File: src/hlbc_pkg.sv
// Package for the hashed LRU block buffer cache.
// Holds request and status codes, the sequencer state type and the tag record.
// No dependencies.
`default_nettype none

package hlbc_pkg;

    // Request codes
    localparam logic [2:0] REQ_GET     = 3'd0;
    localparam logic [2:0] REQ_MARK    = 3'd1;
    localparam logic [2:0] REQ_RELEASE = 3'd2;
    localparam logic [2:0] REQ_PIN     = 3'd3;
    localparam logic [2:0] REQ_UNPIN   = 3'd4;

    // Status codes
    localparam logic [1:0] ST_OK      = 2'd0;
    localparam logic [1:0] ST_ALLOC   = 2'd1;
    localparam logic [1:0] ST_NOFREE  = 2'd2;
    localparam logic [1:0] ST_RANGE   = 2'd3;

    localparam logic [7:0] COUNT_MAX  = 8'd255;

    // Sequencer states
    typedef enum logic [2:0] {
        S_INIT,
        S_IDLE,
        S_MOD,
        S_SCAN,
        S_UPD,
        S_RESP
    } t_state;

    // Tag part of one entry
    typedef struct packed {
        logic [7:0]  device;
        logic [31:0] block;
        logic        hc;
        logic [7:0]  cnt;
    } t_tag;

endpackage

`default_nettype wire

File: src/hashed_lru_block_buffer_cache.sv
// Top level of the hashed LRU block buffer cache: one tag memory and its sequencer.
// Depends on hlbc_pkg.
//
// Each request runs through steps set by the single read port of the entry
// memory: hashing the block number (four bits a cycle) while the addressed
// slot is read, one sweep to gather hits, free entries and bucket size, one
// read-modify-write sweep, and the response. busy is high from the accepting
// edge until the response cycle ends, and the next request can be accepted
// at the end of the following cycle, so a request is taken only once the last
// one is through. The result is shown with o_strobe for exactly one cycle and
// cannot be held off. After reset a clearing pass writes the initial buckets
// and ranks, with busy high throughout.
`default_nettype none

module hashed_lru_block_buffer_cache #(
    parameter int NUM_ENTRIES = 32,
    parameter int NUM_BUCKETS = 8
) (
    input  wire logic       i_clk,
    input  wire logic       i_rst_n,
    input  wire logic       start,
    output logic            busy,
    input  wire logic [2:0] i_req_type,
    input  wire logic [7:0] i_device_id,
    input  wire logic [31:0] i_block_number,
    input  wire logic [4:0] i_buffer_slot,
    output logic            o_strobe,
    output logic [1:0]      o_status,
    output logic [4:0]      o_granted_slot,
    output logic            o_contents_valid
);
    import hlbc_pkg::*;

    localparam int PER  = NUM_ENTRIES / NUM_BUCKETS;
    localparam int USED = PER * NUM_BUCKETS;
    localparam int IW   = (NUM_ENTRIES > 1) ? $clog2(NUM_ENTRIES) : 1;
    localparam int BW   = (NUM_BUCKETS > 1) ? $clog2(NUM_BUCKETS) : 1;
    localparam int TW   = BW + 5;

    typedef struct packed {
        t_tag            tag;
        logic [BW-1:0]   bucket;
        logic [IW-1:0]   rank;
    } t_ent;

    // Entry memory
    t_ent mem [NUM_ENTRIES];
    t_ent          rd_data;
    logic [IW-1:0] rd_addr;
    logic          wr_en;
    logic [IW-1:0] wr_addr;
    t_ent          wr_data;

    t_state r_state, n_state;

    // Request registers
    logic [2:0]    r_req;
    logic [7:0]    r_dev;
    logic [31:0]   r_blk;
    logic [4:0]    r_slot;
    logic [BW-1:0] r_target;
    logic [2:0]    r_m;
    t_ent          r_s;

    // Sweep control
    logic [IW:0]   r_cnt;
    logic          r_rv;
    logic [IW-1:0] r_ri;
    logic [BW-1:0] r_ib;
    logic [IW-1:0] r_ir;

    // Scan results
    logic          r_hit_f, r_hf_f, r_of_f;
    logic [IW-1:0] r_hit, r_hit_rank, r_hf, r_hf_rank, r_of, r_orank;
    logic [7:0]    r_hit_cnt;
    logic          r_hit_hc;
    logic [BW-1:0] r_ob;
    logic [IW:0]   r_size;

    logic [IW+4:0] slot_w;
    logic [IW-1:0] slot_idx;
    logic          slot_ok;
    logic          sweep_done;
    logic [3:0]    nib;
    logic [TW-1:0] mod_t;
    logic [31:0]   blk_sh;
    logic [IW:0]   size_m1;

    assign slot_w   = (IW + 5)'(r_slot);
    assign slot_idx = slot_w[IW-1:0];
    assign slot_ok  = (32'(r_slot) < USED);
    assign sweep_done = (32'(r_cnt) == USED) && !r_rv;
    assign size_m1  = r_size - 1'b1;

    // Memory with registered read data.
    always_ff @(posedge i_clk) begin
        if (wr_en) begin
            mem[wr_addr] <= wr_data;
        end
        rd_data <= mem[rd_addr];
    end

    // Read address: the slot while hashing, the sweep counter otherwise.
    always_comb begin
        if (r_state == S_MOD) begin
            rd_addr = slot_idx;
        end else begin
            rd_addr = r_cnt[IW-1:0];
        end
    end

    // Four bits of the block number per cycle into the remainder, high bits first.
    always_comb begin
        blk_sh = r_blk >> (5'd28 - {r_m, 2'b00});
        nib    = blk_sh[3:0];
        mod_t  = {r_target, nib};
        for (int k = 3; k >= 0; k--) begin
            if (mod_t >= TW'(NUM_BUCKETS << k)) begin
                mod_t = mod_t - TW'(NUM_BUCKETS << k);
            end
        end
    end

    // Write port: the clearing pass, then the update sweep.
    always_comb begin
        t_ent d;
        d       = rd_data;
        wr_en   = 1'b0;
        wr_addr = r_ri;
        wr_data = d;
        if (r_state == S_INIT) begin
            wr_en   = (32'(r_cnt) < USED);
            wr_addr = r_cnt[IW-1:0];
            wr_data = '0;
            wr_data.bucket = r_ib;
            wr_data.rank   = r_ir;
        end else if (r_state == S_UPD && r_rv) begin
            wr_en = 1'b1;
            if (r_req == REQ_GET) begin
                if (r_hit_f) begin
                    if (r_ri == r_hit && r_hit_cnt != COUNT_MAX) begin
                        wr_data.tag.cnt = d.tag.cnt + 8'd1;
                    end
                end else if (r_hf_f) begin
                    if (r_ri == r_hf) begin
                        wr_data.tag = '{device: r_dev, block: r_blk, hc: 1'b0, cnt: 8'd1};
                    end
                end else if (r_of_f) begin
                    if (r_ri == r_of) begin
                        wr_data.tag = '{device: r_dev, block: r_blk, hc: 1'b0, cnt: 8'd1};
                        wr_data.bucket = r_target;
                        wr_data.rank   = '0;
                    end else if (d.bucket == r_ob && d.rank > r_orank) begin
                        wr_data.rank = d.rank - 1'b1;
                    end else if (d.bucket == r_target) begin
                        wr_data.rank = d.rank + 1'b1;
                    end
                end
            end else if (slot_ok) begin
                case (r_req)
                    REQ_MARK: begin
                        if (r_ri == slot_idx) begin
                            wr_data.tag.hc = 1'b1;
                        end
                    end
                    REQ_PIN: begin
                        if (r_ri == slot_idx && r_s.tag.cnt != COUNT_MAX) begin
                            wr_data.tag.cnt = d.tag.cnt + 8'd1;
                        end
                    end
                    REQ_RELEASE, REQ_UNPIN: begin
                        if (r_s.tag.cnt != 8'd0) begin
                            if (r_ri == slot_idx) begin
                                wr_data.tag.cnt = d.tag.cnt - 8'd1;
                                if (r_req == REQ_RELEASE && r_s.tag.cnt == 8'd1) begin
                                    wr_data.rank = size_m1[IW-1:0];
                                end
                            end else if (r_req == REQ_RELEASE && r_s.tag.cnt == 8'd1 &&
                                         d.bucket == r_s.bucket && d.rank > r_s.rank) begin
                                wr_data.rank = d.rank - 1'b1;
                            end
                        end
                    end
                    default: begin
                        wr_data = d;
                    end
                endcase
            end
        end
    end

    // Next state.
    always_comb begin
        n_state = r_state;
        case (r_state)
            S_INIT: if (32'(r_cnt) == USED - 1) n_state = S_IDLE;
            S_IDLE: if (start) n_state = S_MOD;
            S_MOD:  if (r_m == 3'd7) n_state = S_SCAN;
            S_SCAN: if (sweep_done) n_state = S_UPD;
            S_UPD:  if (sweep_done) n_state = S_RESP;
            S_RESP: n_state = S_IDLE;
            default: n_state = S_INIT;
        endcase
    end

    // Handshake outputs.
    always_comb begin
        busy     = (r_state != S_IDLE);
        o_strobe = (r_state == S_RESP);
    end

    // Response fields.
    always_comb begin
        logic [31:0] g;
        g = 32'(r_slot);
        o_status = ST_OK;
        o_contents_valid = 1'b0;
        if (r_req == REQ_GET) begin
            if (r_hit_f) begin
                g = 32'(r_hit);
                o_status = (r_hit_cnt == COUNT_MAX) ? ST_RANGE : ST_OK;
                o_contents_valid = r_hit_hc;
            end else if (r_hf_f) begin
                g = 32'(r_hf);
                o_status = ST_ALLOC;
            end else if (r_of_f) begin
                g = 32'(r_of);
                o_status = ST_ALLOC;
            end else begin
                g = '0;
                o_status = ST_NOFREE;
            end
        end else if (slot_ok) begin
            o_contents_valid = r_s.tag.hc;
            case (r_req)
                REQ_MARK: o_contents_valid = 1'b1;
                REQ_PIN: begin
                    if (r_s.tag.cnt == COUNT_MAX) o_status = ST_RANGE;
                end
                REQ_RELEASE, REQ_UNPIN: begin
                    if (r_s.tag.cnt == 8'd0) o_status = ST_RANGE;
                end
                default: o_status = ST_OK;
            endcase
        end
        o_granted_slot = g[4:0];
    end

    // State and sweep control.
    always_ff @(posedge i_clk) begin
        if (!i_rst_n) begin
            r_state <= S_INIT;
            r_cnt   <= '0;
            r_rv    <= 1'b0;
            r_ib    <= '0;
            r_ir    <= '0;
            r_m     <= '0;
        end else begin
            r_state <= n_state;
            case (r_state)
                S_INIT: begin
                    if (32'(r_ir) == PER - 1) begin
                        r_ir <= '0;
                        r_ib <= r_ib + 1'b1;
                    end else begin
                        r_ir <= r_ir + 1'b1;
                    end
                    if (n_state != S_INIT) begin
                        r_cnt <= '0;
                    end else begin
                        r_cnt <= r_cnt + 1'b1;
                    end
                end
                S_IDLE: r_m <= '0;
                S_MOD: begin
                    r_m   <= r_m + 1'b1;
                    r_cnt <= '0;
                    r_rv  <= 1'b0;
                end
                S_SCAN, S_UPD: begin
                    if (32'(r_cnt) < USED) begin
                        r_rv  <= 1'b1;
                        r_cnt <= r_cnt + 1'b1;
                    end else begin
                        r_rv <= 1'b0;
                    end
                    if (sweep_done) r_cnt <= '0;
                end
                default: r_rv <= 1'b0;
            endcase
        end
    end

    // Request capture, hashing and scan results.
    always_ff @(posedge i_clk) begin
        r_ri <= r_cnt[IW-1:0];
        case (r_state)
            S_IDLE: begin
                if (start) begin
                    r_req    <= i_req_type;
                    r_dev    <= i_device_id;
                    r_blk    <= i_block_number;
                    r_slot   <= i_buffer_slot;
                    r_target <= '0;
                end
            end
            S_MOD: begin
                r_target <= mod_t[BW-1:0];
                r_s      <= rd_data;
                r_hit_f  <= 1'b0;
                r_hf_f   <= 1'b0;
                r_of_f   <= 1'b0;
                r_size   <= '0;
            end
            S_SCAN: begin
                if (r_rv) begin
                    if (rd_data.bucket == r_s.bucket) r_size <= r_size + 1'b1;
                    if (rd_data.bucket == r_target && rd_data.tag.device == r_dev &&
                        rd_data.tag.block == r_blk &&
                        (!r_hit_f || rd_data.rank > r_hit_rank)) begin
                        r_hit_f    <= 1'b1;
                        r_hit      <= r_ri;
                        r_hit_rank <= rd_data.rank;
                        r_hit_cnt  <= rd_data.tag.cnt;
                        r_hit_hc   <= rd_data.tag.hc;
                    end
                    if (rd_data.tag.cnt == 8'd0) begin
                        if (rd_data.bucket == r_target) begin
                            if (!r_hf_f || rd_data.rank < r_hf_rank) begin
                                r_hf_f    <= 1'b1;
                                r_hf      <= r_ri;
                                r_hf_rank <= rd_data.rank;
                            end
                        end else if (!r_of_f || rd_data.bucket < r_ob ||
                                     (rd_data.bucket == r_ob && rd_data.rank < r_orank)) begin
                            r_of_f  <= 1'b1;
                            r_of    <= r_ri;
                            r_ob    <= rd_data.bucket;
                            r_orank <= rd_data.rank;
                        end
                    end
                end
            end
            default: begin
            end
        endcase
    end

endmodule

`default_nettype wire

File: config.mk
export PLATFORM = sky130hd
export DESIGN_NAME = hashed_lru_block_buffer_cache
export DESIGN_NICKNAME = d
export VERILOG_FILES = /design/src/hlbc_pkg.sv /design/src/hashed_lru_block_buffer_cache.sv
export SDC_FILE = /design/constraint.sdc
export NUM_CORES = 2
export LEC_CHECK = 0
export BUFFER_PORTS_ARGS = -buffer_cell sky130_fd_sc_hd__buf_2
export CAP_MARGIN = 20
export CORE_MARGIN = 4
export CORE_UTILIZATION = 45
export DETAILED_ROUTE_END_ITERATION = 7
export SETUP_SLACK_MARGIN = 0.5
export SYNTH_ARGS = -nofsm -noshare
export SYNTH_HDL_FRONTEND = slang
export SYNTH_SLANG_ARGS = --single-unit
export TNS_END_PERCENT = 100
File: constraint.sdc
create_clock -name i_clk -period 5.14 [get_ports i_clk]
set_input_delay 0.257 -clock i_clk [delete_from_list [all_inputs] [get_ports i_clk]]
set_output_delay 0.257 -clock i_clk [all_outputs]
set_load 0.02 [all_outputs]
== Word-level counts from Yosys, hierarchy flattened ==
Memory sizes are Yosys's and may differ from the RTL's. A register that Yosys moved wholly into a read port is not among the register bits.
Cells that the tools add are included.

* Logic and storage cells: 222
* Memories kept: 1
* Memory bits (writable): 1824
* Bits of input ports: 51
* Bits in registers: 145

* Equal/unequal tests: 38
* Reduce and logical (&&, ||, !) cells: 43
* Bitwise operators: 1
* Magnitude comparators: 11
* Shifts and indexed selects: 1
* Add/subtract/negate cells: 15
* Mux-type cells: 83

{| class="wikitable"
|+ Memories
! name !! words !! bits a word !! read ports !! clocked after Yosys merged registers in !! wr ports !! line !! RTL
|-
| mem || 32 || 57 || 1 || 1 || 1 || hashed_lru_block_buffer_cache.sv:47 || <nowiki>t_ent mem [NUM_ENTRIES];</nowiki>
|}

{| class="wikitable"
|+ Operators with widths
! cell !! count
|-
| two-way mux 57 bit || 4
|-
| two-way mux 49 bit || 2
|-
| two-way mux 8 bit || 10
|-
| two-way mux 5 bit || 15
|-
| two-way mux 52 bit || 1
|-
| two-way mux 41 bit || 1
|-
| == test 32 bit || 1
|-
| right shift 32 x 5 -> 4 bit || 1
|-
| two-way mux 6 bit || 5
|-
| two-way mux 3 bit || 7
|-
| == test 5 bit || 4
|-
| two-way mux 1 bit || 20
|-
| AND reduction 5 bit || 4
|-
| inequality test 2 bit, second input constant || 9
|-
| one-hot mux 3 bit (6 select lines) || 1
|-
| one-hot mux 6 bit (3 select lines) || 1
|-
| == test 8 bit, second input constant || 2
|-
| zero test 8 bit || 2
|-
| inequality test 8 bit, second input constant || 2
|-
| one-hot mux 8 bit (2 select lines) || 1
|-
| greater-than comparator 5 bit || 3
|-
| two-way mux 2 bit || 7
|-
| adder 6 x 1 -> 6 bit, second input constant || 2
|-
| == test 3 x 2 -> 1 bit, second input constant || 4
|-
| 42 further kinds || 83
|}

== Depth between registers and ports, before layout ==
* Depth in word-level cells: 11
* Mapped depth: 10

== Least setup slack after synthesis ==
OpenSTA, ideal clock, no wires.

* Path type: register -> register
* From: register r_state[0]
* To: memory mem[19][0] (netlist bit), enable pin
* Arrival: 4.048 ns
* Path buffers: 3
* Slack: 0.620 ns
* Library setup time: 0.472 ns
* Required time: 4.668 ns
* Stages on the path, launching flop included: 8
* Cell sequence: dfxtp_1 clkbuf_1 or3_1 clkbuf_1 mux2i_1 or2_2 clkbuf_1 nor2_1

* Cells in the longest elaborated chain, start to end: 6
* Elaborated cells on any way between the ends: 8

{| class="wikitable"
|+ RTL lines
! element !! line !! RTL
|-
| start: declaration || hashed_lru_block_buffer_cache.sv:54 || <nowiki>t_state r_state, n_state;</nowiki>
|-
| start signal: assignment || hashed_lru_block_buffer_cache.sv:259 || <nowiki>r_state <= n_state;</nowiki>
|-
| == test 3 bit || hashed_lru_block_buffer_cache.sv:137 || <nowiki>end else if (r_state == S_UPD && r_rv) begin</nowiki>
|-
| logical AND 1 bit || hashed_lru_block_buffer_cache.sv:137 ||
|-
| two-way mux 1 bit || hashed_lru_block_buffer_cache.sv:137 ||
|-
| two-way mux 1 bit || hashed_lru_block_buffer_cache.sv:131 || <nowiki>if (r_state == S_INIT) begin</nowiki>
|-
| two-way mux 1 bit || hashed_lru_block_buffer_cache.sv:97 || <nowiki>if (wr_en) begin</nowiki>
|-
| two-way mux 1 bit (not written as such) || hashed_lru_block_buffer_cache.sv:98 || <nowiki>mem[wr_addr] <= wr_data;</nowiki>
|-
| end: declaration || hashed_lru_block_buffer_cache.sv:47 ||
|}

Several ways; a longest one is shown, not always the timed one.

== Final worst setup path ==
* From: register r_state[2]
* To: register rd_data[36] (netlist name)

* Cells in the longest elaborated chain, start to end: 2

{| class="wikitable"
|+ RTL lines
! element !! line !! RTL
|-
| == test 3 x 2 -> 1 bit || hashed_lru_block_buffer_cache.sv:105 || <nowiki>if (r_state == S_MOD) begin</nowiki>
|-
| two-way mux 5 bit || hashed_lru_block_buffer_cache.sv:105 ||
|}

No other way between the ends.
A chain may end at the register's enable or synchronous reset.

==> impl_metrics.tcl <==
set metrics [dict create \
    critPathRequiredTime_ns 5.84 \
    setup_viol 0 \
    top_layer "met4" \
    wl_microns 213000 \
    clkTransAtPathRegs_ns 0.06 \
    die_h_microns 428 \
    synthesis.nets 4148 \
    crit_chain "nor2_1, nand2_1, inv_2, buf_4, a21oi_4, buf_4, mux4_2, nand2_1, nand3_1, and3_1" \
    combPwrFrac_pct 6.3 \
    remaining_drc_errors 0 \
    wl_met2_microns 102000 \
    synth_edf_count 1942 \
    hpwlAfterDp_microns 107000 \
    cp-start-kind "flop" \
    drtAntennaViolNets 0 \
    power.static_leakage_nw 31.7 \
    gp_congestion 0.824 \
    clkPwrFrac_pct 40.4 \
    hold_path_depth 2 \
    end_kind "flop" \
    power.switching_w 0.00751 \
    finalHoldViolCount 0 \
    yosysSeqAreaShare_pct 75.5 \
    syn_area_sq_um 79400 \
    max_slew.worst_pin.slew_ns 1.12 \
    switching_share_pct 21.8 \
    crit_fanout 33 \
    grt-ovfl-total 0 \
    fillers 13800 \
    worstPathArrival_ns 4.53 \
    cts-hold-fix-buffers 50 \
    status "completed" \
    grt_pass1_wl_microns 303000 \
    cp_slowest_stage_delay_ns 0.72 \
    clock_latency_ns 0.81 \
    syn_inst 4062 \
    wl_met1_microns 89400 \
    core-area_sq_um 175000 \
    final_nets 4409 \
    finalCriticalPeriod_ns 3.84 \
    cts_resized 0 \
    rsz0062_at_grt "false" \
    h-tree-depth 4 \
    p_per_area_nw_per_um2 380 \
    fp.dieW_microns 428 \
    reg2regPathDepth 10 \
    cap_violations 0 \
    seqPwrFrac_pct 53.3 \
    wl_met3_microns 15600 \
    ys.flop_type "edfxtp_1" \
    hp-class "in2reg" \
    fmax_mhz 261 \
    via_per_inst 6.06 \
    area_growth_pct 14.5 \
    firstDrtPassIters 5 \
    tns_ns 0 \
    io_buffers 60 \
    grt_pass1_vias 40500 \
    num_vias 41300 \
    worst_path_max_delay_cell "a21oi_4" \
    timing.final.crit_share_pct 74.7 \
    cts.sinks 2025 \
    tritoncts "done" \
    diodes 0 \
    ir_drop_mv 0.282 \
    syn_area_per_cell_sq_um 19.5 \
    timing.slew.headroom_pct 23.6 \
    p_int_w 0.0270 \
    wire_per_inst_microns 31.2 \
    grt_max_degree 77 \
    ys_types 69 \
    path_class "reg2reg" \
    core.rowCount 153 \
    cts_buffers 196 \
    cts.path.max_buffers 3 \
    async_flop_share_pct 0 \
    grt_usage_pct 23.0 \
    drtIter0Drc 4879 \
    fin_util_pct 52.1 \
    drive_above_1_share_pct 23.4 \
    synth-seq-cells 2025 \
    initial_core_util_pct 45.5 \
    io_pins 61 \
    antenna_found_initial 0 \
    skew_ns 0.0253 \
    fp.dieArea_sq_um 183000 \
    cts_setup_buffers 0 \
    yosys_warnings 0 \
    cts_root_buffer "clkbuf_16" \
    maxSlewViolCount 0 \
]
-- registers in the layout, indices dropped and copies added, names as in the netlist, 6 cells and up --
| signal | count |
|---|---|
| mem | 1824 |
| rd_data | 57 |
| r_blk | 32 |
| r_s | 17 |
| r_dev | 8 |
| r_hit_cnt | 8 |
| r_cnt | 6 |
-- kinds of logic after synthesis --
| logic type | share of synthesized area (%) |
|---|---|
| fa+ha+maj | 0.552 |
| flops | 75.5 |
| compound gates | 2.00 |
| buf+inv | 1.49 |
| xor+xnor | 0.916 |
| mux | 14.5 |
| simple gates | 4.96 |
-- worst max-delay path: cells and delay by family (launching register included) --
kind                   cells  cell delay (ns)
AND/OR/NAND/NOR            5             0.95
AO/OA/AOI/OAI              1             0.72
multiplexers               1             0.39
buffers and inverters      3             0.97
flip-flops                 1             0.62
-- cells in the mapped netlist (4+ instances only) --
master,n,share of area [%]
or2_2,4,0.032
xor2_1,42,0.46
a32oi_1,57,0.63
o21a_1,9,0.085
a21oi_1,37,0.23
nand4_1,16,0.13
a31o_2,5,0.055
clkbuf_1,93,0.44
nor2_1,121,0.57
dfxtp_1,83,2.1
and4_1,4,0.044
o211ai_1,5,0.047
mux2i_1,113,1.4
edfxtp_1,1942,73
o22ai_1,5,0.039
a21o_1,8,0.076
mux4_2,462,13
inv_1,35,0.17
buf_2,62,0.39
xnor2_1,41,0.45
nand3b_1,10,0.095
nor4_1,10,0.079
a31oi_1,9,0.071
o31ai_1,6,0.057
nand2b_1,7,0.055
ha_1,35,0.55
buf_4,38,0.36
and2_1,11,0.087
or3_1,8,0.063
nor3_1,21,0.13
o21ai_0,34,0.21
nand3_1,140,0.88
o311ai_0,5,0.055
nor2b_1,15,0.12
and3_1,72,0.57
a21oi_2,4,0.044
nand2_1,414,2.0
buf_1,26,0.12
a211oi_1,8,0.076
-- power groups by stage --
stage	sequential (W)	clock [W]	combinational (W)
floorplan	0.0187	0	0.00148
global placement	0.0187	0	0.00214
detailed placement	0.0187	0	0.00215
CTS	0.0184	0.0142	0.00219
global route	0.0184	0.0149	0.00233
finish	0.0184	0.0140	0.00218
-- layer usage --
metal  GRT usage [%]  vias up
met2            36.4     1688
met4            6.27        0
met3            3.54      315
met5               0        -
met1            33.6    22300
li1                -    17000
-- through the flow --
| step | hold WS [ns] | cell area (sq um) | std cells | worst slack, ns | total power (W) |
|---|---|---|---|---|---|
| floorplan | 0.329 | 79400 | 4062 | 0.620 | 0.0201 |
| global placement | 0.434 | 84000 | 6392 | 1.45 | 0.0209 |
| detailed placement | 0.435 | 84000 | 6392 | 1.38 | 0.0209 |
| CTS | 0.0852 | 90700 | 6805 | 1.36 | 0.0348 |
| global route | 0.108 | 90900 | 6813 | 1.10 | 0.0357 |
| finish | 0.153 | 90900 | 6813 | 1.30 | 0.0345 |
-- layout make-up --
type | instances | area [sq um] | area share, %
sequential | 2025 | 60000 | 66.0
multi-input combinational | 1781 | 18700 | 20.5
clock buffer | 277 | 5400 | 5.94
timing repair buffer | 282 | 3020 | 3.32
tap | 2325 | 2910 | 3.20
clock inverter | 86 | 781 | 0.859
inverter | 37 | 139 | 0.153
-- path summary, 6_finish.rpt --
| kind | start | endpoint | slack (ns) |
|---|---|---|---|
| worst max-delay path | r_state[2] | rd_data[36] | 1.30 |
| worst min-delay path | i_block_number[12] | r_blk[12] | 0.15 |
| worst max register to register | r_state[2] | rd_data[36] | 1.30 |
| worst min register to register | r_cnt[1] | r_ri[1] | 0.46 |
-- layout by cell type (no fill, tap or decap), drive strengths merged, types with 8 or more instances in the layout --
cell type,count
clkbuf,277
nor4,11
a211oi,8
a31oi,9
o21a,9
bufinv,11
nor3,23
ha,35
buf,232
xnor2,41
nand4,16
mux2i,113
a21oi,41
nand3b,10
a32oi,57
a21o,8
xor2,42
edfxtp,1942
nor2b,15
mux4,462
and2,11
or3,8
clkinv,64
inv,45
and3,72
nor2,121
dlygate4sd3,50
o21ai,34
nand3,140
dfxtp,83
nand2,415
(Power assumes the default switching activity.)
